[config.mk]
export PLATFORM = sky130hd
export DESIGN_NAME = sector_cache_clock_policy
export DESIGN_NICKNAME = d
export VERILOG_FILES = /design/src/scc_pkg.sv /design/src/scc_tag_store.sv /design/src/sector_cache_clock_policy.sv
export SDC_FILE = /design/constraint.sdc
export NUM_CORES = 2
export LEC_CHECK = 0
export BUFFER_PORTS_ARGS = -buffer_cell sky130_fd_sc_hd__buf_2
export CORE_UTILIZATION = 55
export CTS_CLUSTER_SIZE = 12
export DETAILED_ROUTE_END_ITERATION = 10
export MAX_ROUTING_LAYER = met4
export PLACE_DENSITY = 0.74
export SETUP_SLACK_MARGIN = 0.05
export SLEW_MARGIN = 20
export SYNTH_ARGS = -nofsm -noshare
export SYNTH_HDL_FRONTEND = slang
export SYNTH_SLANG_ARGS = --single-unit
[constraint.sdc]
create_clock -name clk -period 6 [get_ports clk]
set_input_delay 0.3 -clock clk [delete_from_list [all_inputs] [get_ports clk]]
set_output_delay 0.3 -clock clk [all_outputs]
set_load 0.02 [all_outputs]
[src/scc_pkg.sv]
package scc_pkg;

  // Fixed widths of the request and result fields.
  localparam int unsigned SECTOR_W    = 32;
  localparam int unsigned SLOT_FIELD_W = 6;

  typedef enum logic [1:0] {
    CMD_READ       = 2'd0,
    CMD_WRITE_FULL = 2'd1,
    CMD_WRITE_PART = 2'd2,
    CMD_FLUSH      = 2'd3
  } cmd_t;

  typedef struct packed {
    logic [1:0]          command;
    logic [SECTOR_W-1:0] sector;
  } scc_in_t;

  typedef struct packed {
    logic [SLOT_FIELD_W-1:0] slot;
    logic                    hit;
    logic                    fill;
    logic                    writeback;
    logic [SECTOR_W-1:0]     victim_sector;
    logic                    last;
  } scc_out_t;

endpackage

[src/scc_tag_store.sv]
module scc_tag_store import scc_pkg::*; #(
  parameter int unsigned DEPTH  = 64,
  parameter int unsigned ADDR_W = 6,
  parameter int unsigned TAG_W  = 32
) (
  input  logic              clk,
  input  logic              rd_en,
  input  logic [ADDR_W-1:0] rd_addr,
  input  logic              wr_en,
  input  logic [ADDR_W-1:0] wr_addr,
  input  logic [TAG_W-1:0]  wr_data,
  input  logic [TAG_W-1:0]  key,
  output logic [TAG_W-1:0]  rd_tag,
  output logic              match
);

  // Tag memory with one write port and one registered read port.
  logic [TAG_W-1:0] mem [DEPTH];
  logic [TAG_W-1:0] rd_tag_r;

  always_ff @(posedge clk) begin
    if (wr_en) begin
      mem[wr_addr] <= wr_data;
    end
    if (rd_en) begin
      rd_tag_r <= mem[rd_addr];
    end
  end

  // The single comparator shared by every step of the lookup.
  assign rd_tag = rd_tag_r;
  assign match  = (rd_tag_r == key);

endmodule

[src/sector_cache_clock_policy.sv]
// Tag and replacement controller for a fully associative, write-back cache of
// disk sectors with clock (second-chance) replacement. A request is taken when
// start is high and busy is low; each result appears on out_result for exactly
// one cycle with out_valid high, and the receiver cannot stall it, so it must
// capture every strobe. A read or write first walks the tag memory one slot per
// cycle through a single comparator and stops at the first hit. On a miss the
// clock hand then advances one slot per cycle, clearing referenced marks, until
// it finds a free slot or one whose mark is clear; then the victim tag is read
// and the result reported. A flush scans the slots one per cycle and emits one
// write-back result per dirty slot, the last one marked with last; with nothing
// dirty it answers with a single all-zero result marked last on the next cycle.
// The tag memory needs no clearing after reset because a tag is only used while
// its valid mark is set. Sectors keep their low SECTOR_BITS bits (max SECTOR_W).
module sector_cache_clock_policy import scc_pkg::*; #(
  parameter int unsigned SLOTS       = 64,
  parameter int unsigned SECTOR_BITS = 32
) (
  input  logic     clk,
  input  logic     rst_n,
  input  logic     start,
  output logic     busy,
  input  scc_in_t  in_req,
  output logic     out_valid,
  output scc_out_t out_result
);

  localparam int unsigned SLOT_W = $clog2(SLOTS);
  localparam int unsigned TAG_W  = (SECTOR_BITS < SECTOR_W) ? SECTOR_BITS : SECTOR_W;
  localparam logic [SLOT_W-1:0] LAST_SLOT = SLOT_W'(SLOTS - 1);

  typedef enum logic [4:0] {
    ST_IDLE  = 5'b00001,
    ST_LOOK  = 5'b00010,
    ST_SWEEP = 5'b00100,
    ST_VICT  = 5'b01000,
    ST_FLUSH = 5'b10000
  } state_t;

  state_t            state_r, state_nxt;
  logic [SLOT_W-1:0] idx_r, idx_nxt;
  logic              issue_r, issue_nxt;
  logic              chk_r, chk_nxt;
  logic [SLOT_W-1:0] chk_idx_r, chk_idx_nxt;
  logic [TAG_W-1:0]  key_r, key_nxt;
  logic [1:0]        cmd_r, cmd_nxt;
  logic [SLOT_W-1:0] hand_r, hand_nxt;
  logic [SLOTS-1:0]  valid_r, valid_nxt;
  logic [SLOTS-1:0]  dirty_r, dirty_nxt;
  logic [SLOTS-1:0]  ref_r, ref_nxt;
  logic              out_valid_r, out_valid_nxt;
  scc_out_t          out_r, out_nxt;

  logic              rd_en;
  logic [SLOT_W-1:0] rd_addr;
  logic              wr_en;
  logic [TAG_W-1:0]  rd_tag;
  logic              tag_match;
  logic              is_write;
  logic              any_dirty;
  logic              victim_wb;
  logic [SLOT_W-1:0] hand_inc;
  logic [SLOT_W-1:0] idx_inc;

  scc_tag_store #(
    .DEPTH  (SLOTS),
    .ADDR_W (SLOT_W),
    .TAG_W  (TAG_W)
  ) u_tag_store (
    .clk     (clk),
    .rd_en   (rd_en),
    .rd_addr (rd_addr),
    .wr_en   (wr_en),
    .wr_addr (hand_r),
    .wr_data (key_r),
    .key     (key_r),
    .rd_tag  (rd_tag),
    .match   (tag_match)
  );

  assign is_write  = (cmd_r == CMD_WRITE_FULL) || (cmd_r == CMD_WRITE_PART);
  assign any_dirty = |(valid_r & dirty_r);
  assign victim_wb = valid_r[hand_r] & dirty_r[hand_r];
  assign hand_inc  = (hand_r == LAST_SLOT) ? '0 : SLOT_W'(hand_r + 1'b1);
  assign idx_inc   = SLOT_W'(idx_r + 1'b1);

  always_comb begin
    state_nxt     = state_r;
    idx_nxt       = idx_r;
    issue_nxt     = issue_r;
    chk_nxt       = chk_r;
    chk_idx_nxt   = chk_idx_r;
    key_nxt       = key_r;
    cmd_nxt       = cmd_r;
    hand_nxt      = hand_r;
    valid_nxt     = valid_r;
    dirty_nxt     = dirty_r;
    ref_nxt       = ref_r;
    out_valid_nxt = 1'b0;
    out_nxt       = out_r;
    rd_en         = 1'b0;
    rd_addr       = idx_r;
    wr_en         = 1'b0;

    case (state_r)
      ST_IDLE: begin
        if (start) begin
          key_nxt   = in_req.sector[TAG_W-1:0];
          cmd_nxt   = in_req.command;
          idx_nxt   = '0;
          issue_nxt = 1'b1;
          chk_nxt   = 1'b0;
          if (in_req.command == CMD_FLUSH) begin
            if (any_dirty) begin
              state_nxt = ST_FLUSH;
            end else begin
              // Nothing to clean: a single empty result closes the flush.
              out_valid_nxt = 1'b1;
              out_nxt       = '0;
              out_nxt.last  = 1'b1;
            end
          end else begin
            state_nxt = ST_LOOK;
          end
        end
      end

      ST_LOOK: begin
        // Issue one tag read per cycle; the tag read last cycle is compared now.
        rd_en       = issue_r;
        rd_addr     = idx_r;
        chk_nxt     = issue_r;
        chk_idx_nxt = idx_r;
        if (issue_r) begin
          if (idx_r == LAST_SLOT) begin
            issue_nxt = 1'b0;
          end else begin
            idx_nxt = idx_inc;
          end
        end
        if (chk_r && valid_r[chk_idx_r] && tag_match) begin
          out_valid_nxt          = 1'b1;
          out_nxt                = '0;
          out_nxt.slot           = SLOT_FIELD_W'(chk_idx_r);
          out_nxt.hit            = 1'b1;
          out_nxt.last           = 1'b1;
          ref_nxt[chk_idx_r]     = 1'b1;
          if (is_write) begin
            dirty_nxt[chk_idx_r] = 1'b1;
          end
          state_nxt              = ST_IDLE;
        end else if (chk_r && (chk_idx_r == LAST_SLOT)) begin
          state_nxt = ST_SWEEP;
        end
      end

      ST_SWEEP: begin
        // Second chance: a referenced slot loses its mark and the hand moves on.
        if (!valid_r[hand_r] || !ref_r[hand_r]) begin
          rd_en     = 1'b1;
          rd_addr   = hand_r;
          state_nxt = ST_VICT;
        end else begin
          ref_nxt[hand_r] = 1'b0;
          hand_nxt        = hand_inc;
        end
      end

      ST_VICT: begin
        out_valid_nxt         = 1'b1;
        out_nxt               = '0;
        out_nxt.slot          = SLOT_FIELD_W'(hand_r);
        out_nxt.fill          = (cmd_r != CMD_WRITE_FULL);
        out_nxt.writeback     = victim_wb;
        out_nxt.victim_sector = victim_wb ? SECTOR_W'(rd_tag) : '0;
        out_nxt.last          = 1'b1;
        wr_en                 = 1'b1;
        valid_nxt[hand_r]     = 1'b1;
        dirty_nxt[hand_r]     = is_write;
        ref_nxt[hand_r]       = 1'b1;
        state_nxt             = ST_IDLE;
      end

      ST_FLUSH: begin
        // A dirty slot is read and cleaned now; chk_r and then out_r report it.
        chk_nxt     = valid_r[idx_r] & dirty_r[idx_r];
        chk_idx_nxt = idx_r;
        if (valid_r[idx_r] && dirty_r[idx_r]) begin
          rd_en            = 1'b1;
          rd_addr          = idx_r;
          dirty_nxt[idx_r] = 1'b0;
        end
        if (idx_r != LAST_SLOT) begin
          idx_nxt = idx_inc;
        end
        if (chk_r) begin
          out_valid_nxt         = 1'b1;
          out_nxt               = '0;
          out_nxt.slot          = SLOT_FIELD_W'(chk_idx_r);
          out_nxt.writeback     = 1'b1;
          out_nxt.victim_sector = SECTOR_W'(rd_tag);
          out_nxt.last          = !any_dirty;
          if (!any_dirty) begin
            state_nxt = ST_IDLE;
          end
        end
      end

      default: begin
        state_nxt = ST_IDLE;
      end
    endcase
  end

  always_ff @(posedge clk) begin
    if (!rst_n) begin
      state_r     <= ST_IDLE;
      issue_r     <= 1'b0;
      chk_r       <= 1'b0;
      hand_r      <= '0;
      valid_r     <= '0;
      dirty_r     <= '0;
      ref_r       <= '0;
      out_valid_r <= 1'b0;
    end else begin
      state_r     <= state_nxt;
      issue_r     <= issue_nxt;
      chk_r       <= chk_nxt;
      hand_r      <= hand_nxt;
      valid_r     <= valid_nxt;
      dirty_r     <= dirty_nxt;
      ref_r       <= ref_nxt;
      out_valid_r <= out_valid_nxt;
    end
  end

  always_ff @(posedge clk) begin
    idx_r     <= idx_nxt;
    chk_idx_r <= chk_idx_nxt;
    key_r     <= key_nxt;
    cmd_r     <= cmd_nxt;
    out_r     <= out_nxt;
  end

  assign busy       = (state_r != ST_IDLE);
  assign out_valid  = out_valid_r;
  assign out_result = out_r;

endmodule

== Word level (Yosys, flattened, before mapping) ==
Memories as Yosys holds them, arrays and structs flattened. A register that Yosys moved wholly into a read port is not among the register bits.
Index checks and enable logic that the tools add are counted.

* Register bits after elaboration: 294
* Bits in writable memories: 2048
* Input port bits: 37
* Output and inout bits: 44
* Logic and storage cells: 165
* Memories: 1

{| class="wikitable"
|+ Memory list
! memory !! words !! width !! read ports !! clocked after memory_dff !! write ports !! line !! RTL
|-
| u_tag_store.mem || 64 || 32 || 1 || 1 || 1 || scc_tag_store.sv:18 || <nowiki>logic [TAG_W-1:0] mem [DEPTH];</nowiki>
|}

* $add $sub $neg: 2
* Magnitude comparators: 6
* Equal/unequal tests: 30
* Mux-type cells: 68
* Bitwise operators: 12
* Reductions and logical operators: 28

{| class="wikitable"
|+ Operators with widths
! kind !! count
|-
| 64-bit case mux with 3 select lines || 2
|-
| 64-bit two-way mux || 5
|-
| 64-bit bitwise OR || 4
|-
| 42-bit two-way mux || 5
|-
| 64-bit bitwise AND || 3
|-
| 42-bit case mux with 4 select lines || 1
|-
| 64-bit NOT || 2
|-
| 64-bit bitwise mux || 1
|-
| 64-bit OR reduction || 1
|-
| 6-bit two-way mux || 7
|-
| 5-bit two-way mux || 8
|-
| 1-bit binary-select mux with 6-bit select || 6
|-
| 32-bit equality test || 1
|-
| 32-bit two-way mux || 1
|-
| 2-bit != test (second input constant) || 13
|-
| 1-bit two-way mux || 23
|-
| 6-bit by 7-bit < comparator with 1-bit output (second input constant) || 3
|-
| 5-bit case mux with 4 select lines || 1
|-
| 1-bit demux with 6-bit select || 3
|-
| 6-bit equality test (second input constant) || 3
|-
| 6-bit by 1-bit greater-or-equal comparator with 1-bit output (second input constant) || 3
|-
| 6-bit case mux with 3 select lines || 1
|-
| 6-bit by 1-bit adder with 6-bit output (second input constant) || 2
|-
| 6-bit AND reduction || 2
|-
| other kinds (27) || 45
|}

== Logic depth before layout (Yosys ltp) ==
* Depth after elaboration: 8
* Mapped depth: 22
* Gate-level depth less buffers: 13

== Modules after synthesis ==
A second synthesis with hierarchy kept.

* Cells, all modules: 5378
* Area total of the unflattened synthesis: 96637.7 µm²

{| class="wikitable"
|+ Modules (own cells, without submodules)
! module !! times used !! cells each !! area an instance (µm²) !! sequential area each (µm²)
|-
| scc_tag_store || 1 || 3367 || 79187.2 || 62459.9
|-
| sector_cache_clock_policy || 1 || 2011 || 17450.5 || 6766.5
|}

== Worst setup path after synthesis ==
No wires, ideal clock.

* Path type: register -> register
* Start: reg chk_idx_r[1]
* End: reg out_valid_r (netlist: out_valid)
* Library setup time: 0.072 ns
* Arrival: 6.002 ns
* Data required time: 5.928 ns
* Path slack: -0.074 ns
* Stages on the path, launching flop included: 12
* Buffers on the path: 1
* Clock period less this slack: 6.074 ns
* Path through: edfxtp_1 > clkbuf_1 > nor3_1 > a22o_1 > a221oi_1 > a31oi_1 > a21oi_1 > and3_1 > nor4_1 > nand2b_1 > nor3b_1 > o311a_1

* Cells in the longest elaborated chain, start to end: 6

{| class="wikitable"
|+ RTL lines
! element !! line !! RTL
|-
| from (decl) || sector_cache_clock_policy.sv:43 || <nowiki>logic [SLOT_W-1:0] chk_idx_r, chk_idx_nxt;</nowiki>
|-
| from (signal assigned) || sector_cache_clock_policy.sv:238 || <nowiki>chk_idx_r <= chk_idx_nxt;</nowiki>
|-
| 1-bit binary-select mux with 6-bit select || sector_cache_clock_policy.sv:140 || <nowiki>if (chk_r && valid_r[chk_idx_r] && tag_match) begin</nowiki>
|-
| 1-bit two-way mux (implied by the code) || sector_cache_clock_policy.sv:140 ||
|-
| 1-bit logical AND (2 in a row) || sector_cache_clock_policy.sv:140 ||
|-
| 1-bit two-way mux || sector_cache_clock_policy.sv:140 ||
|-
| 1-bit case mux with 4 select lines || sector_cache_clock_policy.sv:104 || <nowiki>case (state_r)</nowiki>
|-
| to (signal assigned) || sector_cache_clock_policy.sv:232 || <nowiki>out_valid_r <= out_valid_nxt;</nowiki>
|-
| to (decl) || sector_cache_clock_policy.sv:50 || <nowiki>logic out_valid_r, out_valid_nxt;</nowiki>
|}

Every way passes these cells. The select of a mux whose other input is x is not followed.
A chain may end at the register's enable or synchronous reset.

== Worst setup path in the final report ==
* Start: reg hand_r[2]
* End: reg u_tag_store.rd_tag_r[17] (netlist: u_tag_store.rd_tag[17]) (read register of u_tag_store.mem), data pin

* Cells in the longest elaborated chain, start to end: 6
* Elaborated cells between the ends (all ways): 11
* Those cells by class: 8 x mux; 3 x reduce/logical

{| class="wikitable"
|+ RTL lines
! element !! line !! RTL
|-
| from (decl) || sector_cache_clock_policy.sv:46 || <nowiki>logic [SLOT_W-1:0] hand_r, hand_nxt;</nowiki>
|-
| from (signal assigned) || sector_cache_clock_policy.sv:228 || <nowiki>hand_r <= hand_nxt;</nowiki>
|-
| 1-bit binary-select mux with 6-bit select || sector_cache_clock_policy.sv:158 || <nowiki>if (!valid_r[hand_r] || !ref_r[hand_r]) begin</nowiki>
|-
| 1-bit two-way mux (implied by the code) || sector_cache_clock_policy.sv:158 ||
|-
| 1-bit logical NOT || sector_cache_clock_policy.sv:158 ||
|-
| 1-bit logical OR || sector_cache_clock_policy.sv:158 ||
|-
| 1-bit two-way mux / 6-bit two-way mux (equally long branches) || sector_cache_clock_policy.sv:158 ||
|-
| 1-bit case mux with 3 select lines / 6-bit two-way mux (equally long branches) || - ||
|-
| to (decl) || scc_tag_store.sv:19 || <nowiki>logic [TAG_W-1:0] rd_tag_r;</nowiki>
|}

Several ways; a longest one is shown, not always the timed one. The select of a mux whose other input is x is not followed.

==> impl_metrics.tcl <==
set metrics [dict create \
    io-pin-count 81 \
    synthTopCellsByCount "2,168 x sky130_fd_sc_hd__edfxtp_1, 889 x sky130_fd_sc_hd__nand2_1, 388 x sky130_fd_sc_hd__mux2i_1" \
    main_combinational_cell_family_by_area_after_synthesis "compound AO/OA/AOI/OAI gates" \
    post_cts.repair.setup_buffers 0 \
    outcome "finished, violations left" \
    multi_input_comb_area_um2 26590 \
    p_per_area_nw_per_um2 416.9 \
    numPortBuffers 80 \
    tns_ps 0 \
    area_growth_syn_to_layout_pct 13.98 \
    netlist_area_before_placement_um2 97760 \
    placed_cells_incl_taps 9207 \
    yosysMostFrequentCell "sky130_fd_sc_hd__edfxtp_1" \
    clk_root_buffer_cell "sky130_fd_sc_hd__clkbuf_16" \
    dpl.hpwl_um 217200 \
    cts_sinks 2374 \
    instances_no_fill 9596 \
    wire_per_inst_um 35.61 \
    worstSetupPathType "reg2reg" \
    asyncSetResetFlopFracSynth_pct 0 \
    fillers 12400 \
    pin_count_of_the_biggest_net_entering_global_routing 85 \
    postSynthNetCount 6764 \
    synth_top_area_share_pct 66.60 \
    number_of_buffers_and_inverters_on_the_critical_path 3 \
    max_freq_ghz 0.1728 \
    clk_pin_slew_ps 60 \
    tightest_slew_ps 1173 \
    route.vias.total 67530 \
    footprint_of_the_flip_flops_and_latches_um2 69230 \
    yosys_register_bits 2374 \
    grt_usage_pct 38.80 \
    synth_area_per_cell_um2 14.54 \
    globalRoute.totalOverflow 0 \
    final-max-slew-violation-count 0 \
    worstSkewPairLatency_ps 910 \
    synth_compound_gate_area_share_pct 10.25 \
    endpoint_kind "flip-flop" \
    worst_clock_skew_ps 65.83 \
    wire_length_of_the_first_global_routing_pass_um 475700 \
    avgViaCountPerCell 7.038 \
    finalWorstSetupSlack_ps 213.6 \
    critical_path.slowest_cell "sky130_fd_sc_hd__dfxtp_2" \
    synth_simple_gate_area_share_pct 8.255 \
    clockPowerShare_pct 28.5 \
    ys_top_cells_by_area "sky130_fd_sc_hd__edfxtp_1 67%, sky130_fd_sc_hd__dfxtp_1 4.2%, sky130_fd_sc_hd__mux2i_1 4.0%, sky130_fd_sc_hd__mux4_2 3.6%, sky130_fd_sc_hd__nand2_1 3.4%" \
    initial_core_util_pct 55.45 \
    numCtsBuffers 230 \
    critical_path.max_stage_delay_ps 900 \
    min-delay-path-class "in2reg" \
    swShare_pct 33.08 \
    worst_setup_path_start_kind "flip-flop" \
    detail_route.iter0.violations 12040 \
    core_region_area_um2 176300 \
    ctsHtreeMaxLevel 4 \
    worst-endpoint-arrival_ps 6530 \
    critPathMaxFanout 31 \
    share_seq_of_total_power_pct 42.6 \
    die_area_um2 179400 \
    post-route-drc-count 2 \
    synth_enable_flop_cells 2168 \
    violations "design-rule violations" \
    top_ff_cell_synth "sky130_fd_sc_hd__edfxtp_1" \
    yosysWarningCount 0 \
    die_extent_in_y_um 423.6 \
    route.final.wire_length_um 341700 \
    cp_cell_instances "buf_12, mux2i_1, o22a_1, o21ai_1, a221o_1, nor4_4, o21ai_4, mux2i_4, buf_12, buf_4, mux2i_1, o221ai_1, o22ai_1, or3_1, o21ai_1, and3_1" \
    antenna_violations_before_repair 16 \
    hold_viol 0 \
    setup_violations 0 \
    via_count_of_the_first_global_routing_pass 64300 \
    synthCells 6724 \
    ir_drop_mv 0.3444 \
    synth_fa_ha_area_share_pct 0.03840 \
    yosysSeqAreaShare_pct 70.82 \
    place_ws_ps 321.6 \
    first_pass_iters 11 \
    power.leakage_nw 38.31 \
    synth_area_leader_cell "sky130_fd_sc_hd__edfxtp_1" \
    switchingPower_w 0.01537 \
    timing.critical_path.required_ps 6740 \
    internal-power_w 0.03109 \
    place_area_um2 104500 \
    nNetsFinal 7174 \
    final_antenna_net_count 0 \
    period_share_pct 96.44 \
    synthMuxAreaShare_pct 7.740 \
    die_w_um 423.6 \
    worst_path_dominant_cell_family "compound AO/OA/AOI/OAI gates" \
    min_period_ps 5786 \
    max-cap-violations 0 \
    gp_congestion 1.075 \
    cts_max_path_buffers 3 \
    timing.max_slew.rel_slack_pct 21.80 \
    cts_tree "yes" \
    finish.instance_area_um2 111400 \
    synth.distinct_cells 80 \
    synth_xor_xnor_area_share_pct 0.3494 \
    share_comb_of_total_power_pct 28.9 \
    drive_above_1_share_pct 16.24 \
    floorplan.rows 154 \
    unrepaired_setup_endpoints_after_global_routing "no" \
]
## what timing repair did
item,in CTS,in global routing
endpoints found under the hold margin,38,0
gates resized for setup,0,0
hold buffers,35,0
endpoints found under the setup margin,0,0
## state kept, by name, indices dropped and copies added, names as in the netlist
name and count:
key_r 32, valid_r 64, u_tag_store.mem 2048, chk_r 1, idx_r 6, cmd_r 2
chk_idx_r 6, issue_r 1, out_valid 1, ref_r 64, state_r 5, dirty_r 64
out_result 42, hand_r 6, u_tag_store.rd_tag 32
## power groups by stage
| stage | registers (W) | clock network [W] | logic [W] |
|---|---|---|---|
| after floorplan | 0.0204 | 0 | 0.00645 |
| after global placement | 0.0201 | 0 | 0.0126 |
| after detailed placement | 0.0201 | 0 | 0.0129 |
| after CTS | 0.0197 | 0.0133 | 0.0130 |
| after global routing | 0.0198 | 0.0138 | 0.0139 |
| final | 0.0198 | 0.0132 | 0.0134 |
## cell usage in the layout (no fill, tap or decap), drive strengths merged, types with 11 or more instances in the layout
cell         instances
xor2                33
clkinv              43
mux2i              388
a21oi              322
nor2               203
o22ai              158
a22oi               66
o211ai              34
nor2b               15
edfxtp            2168
a211oi              29
nand4               17
nand3              240
and3               100
o21a                70
a311oi              37
nand2              889
or3                 60
nor3                61
a22o                47
buf                612
o211a               64
o221ai             154
mux4               158
nor4                39
dfxtp              206
dlygate4sd3         35
a21boi              38
inv                 39
and2                77
nand2b              16
clkbuf             294
nor3b               14
a31oi               94
mux2                11
a221oi              51
o21ai              251
## metrics by stage
stage | hold slack [ps] | util, % | power [W]
CTS | 51.95 | 63.18 | 0.04595
detailed placement | 475.5 | 59.25 | 0.03294
global route | 99.97 | 63.19 | 0.04747
global placement | 469.6 | 59.24 | 0.03269
finish | 81.19 | 63.20 | 0.04645
floorplan | 398.9 | - | 0.02682
## routing by layer
layer	up-vias	global-route usage (%)	part of all wire (%)
li1	27080	-	-
met2	5723	54.86	43
met1	33710	51.04	36
met4	0	18.77	5.8
met5	-	-	0
met3	1028	12.14	15
## cell type report
type                       instances  area share (%)
clock buffer                     294           5.464
timing repair buffer             647           5.316
inverter                          38          0.1303
tap                             2340           2.628
clock inverter                    50          0.4402
sequential                      2374           62.13
antenna                           10         0.02246
multi-input combinational       3843           23.87
## cells by family (layout without fill, tap and decap cells)
kind of cell	count (synthesis)	count (layout)
simple gates	1765	1765
flops	2374	2374
mux	557	557
fa+ha+maj	3	3
xor+xnor	39	39
other cells	0	10
buf+inv	507	1029
compound gates	1479	1479
## final timing paths
check / start / to / slack, ps / cells past startpoint
max: hand_r[2]$_SDFFE_PN0N_ / u_tag_store.rd_tag[17]$_DFFE_PP_ / 210 / 16
min: rst_n / valid_r[19]$_SDFFE_PN0P_ / 80 / 2
max reg2reg: hand_r[2]$_SDFFE_PN0N_ / u_tag_store.rd_tag[17]$_DFFE_PP_ / 210 / 16
min reg2reg: ref_r[1]$_SDFFE_PN0P_ / ref_r[1]$_SDFFE_PN0P_ / 490 / 2
Power figures use the tool's default switching activity.
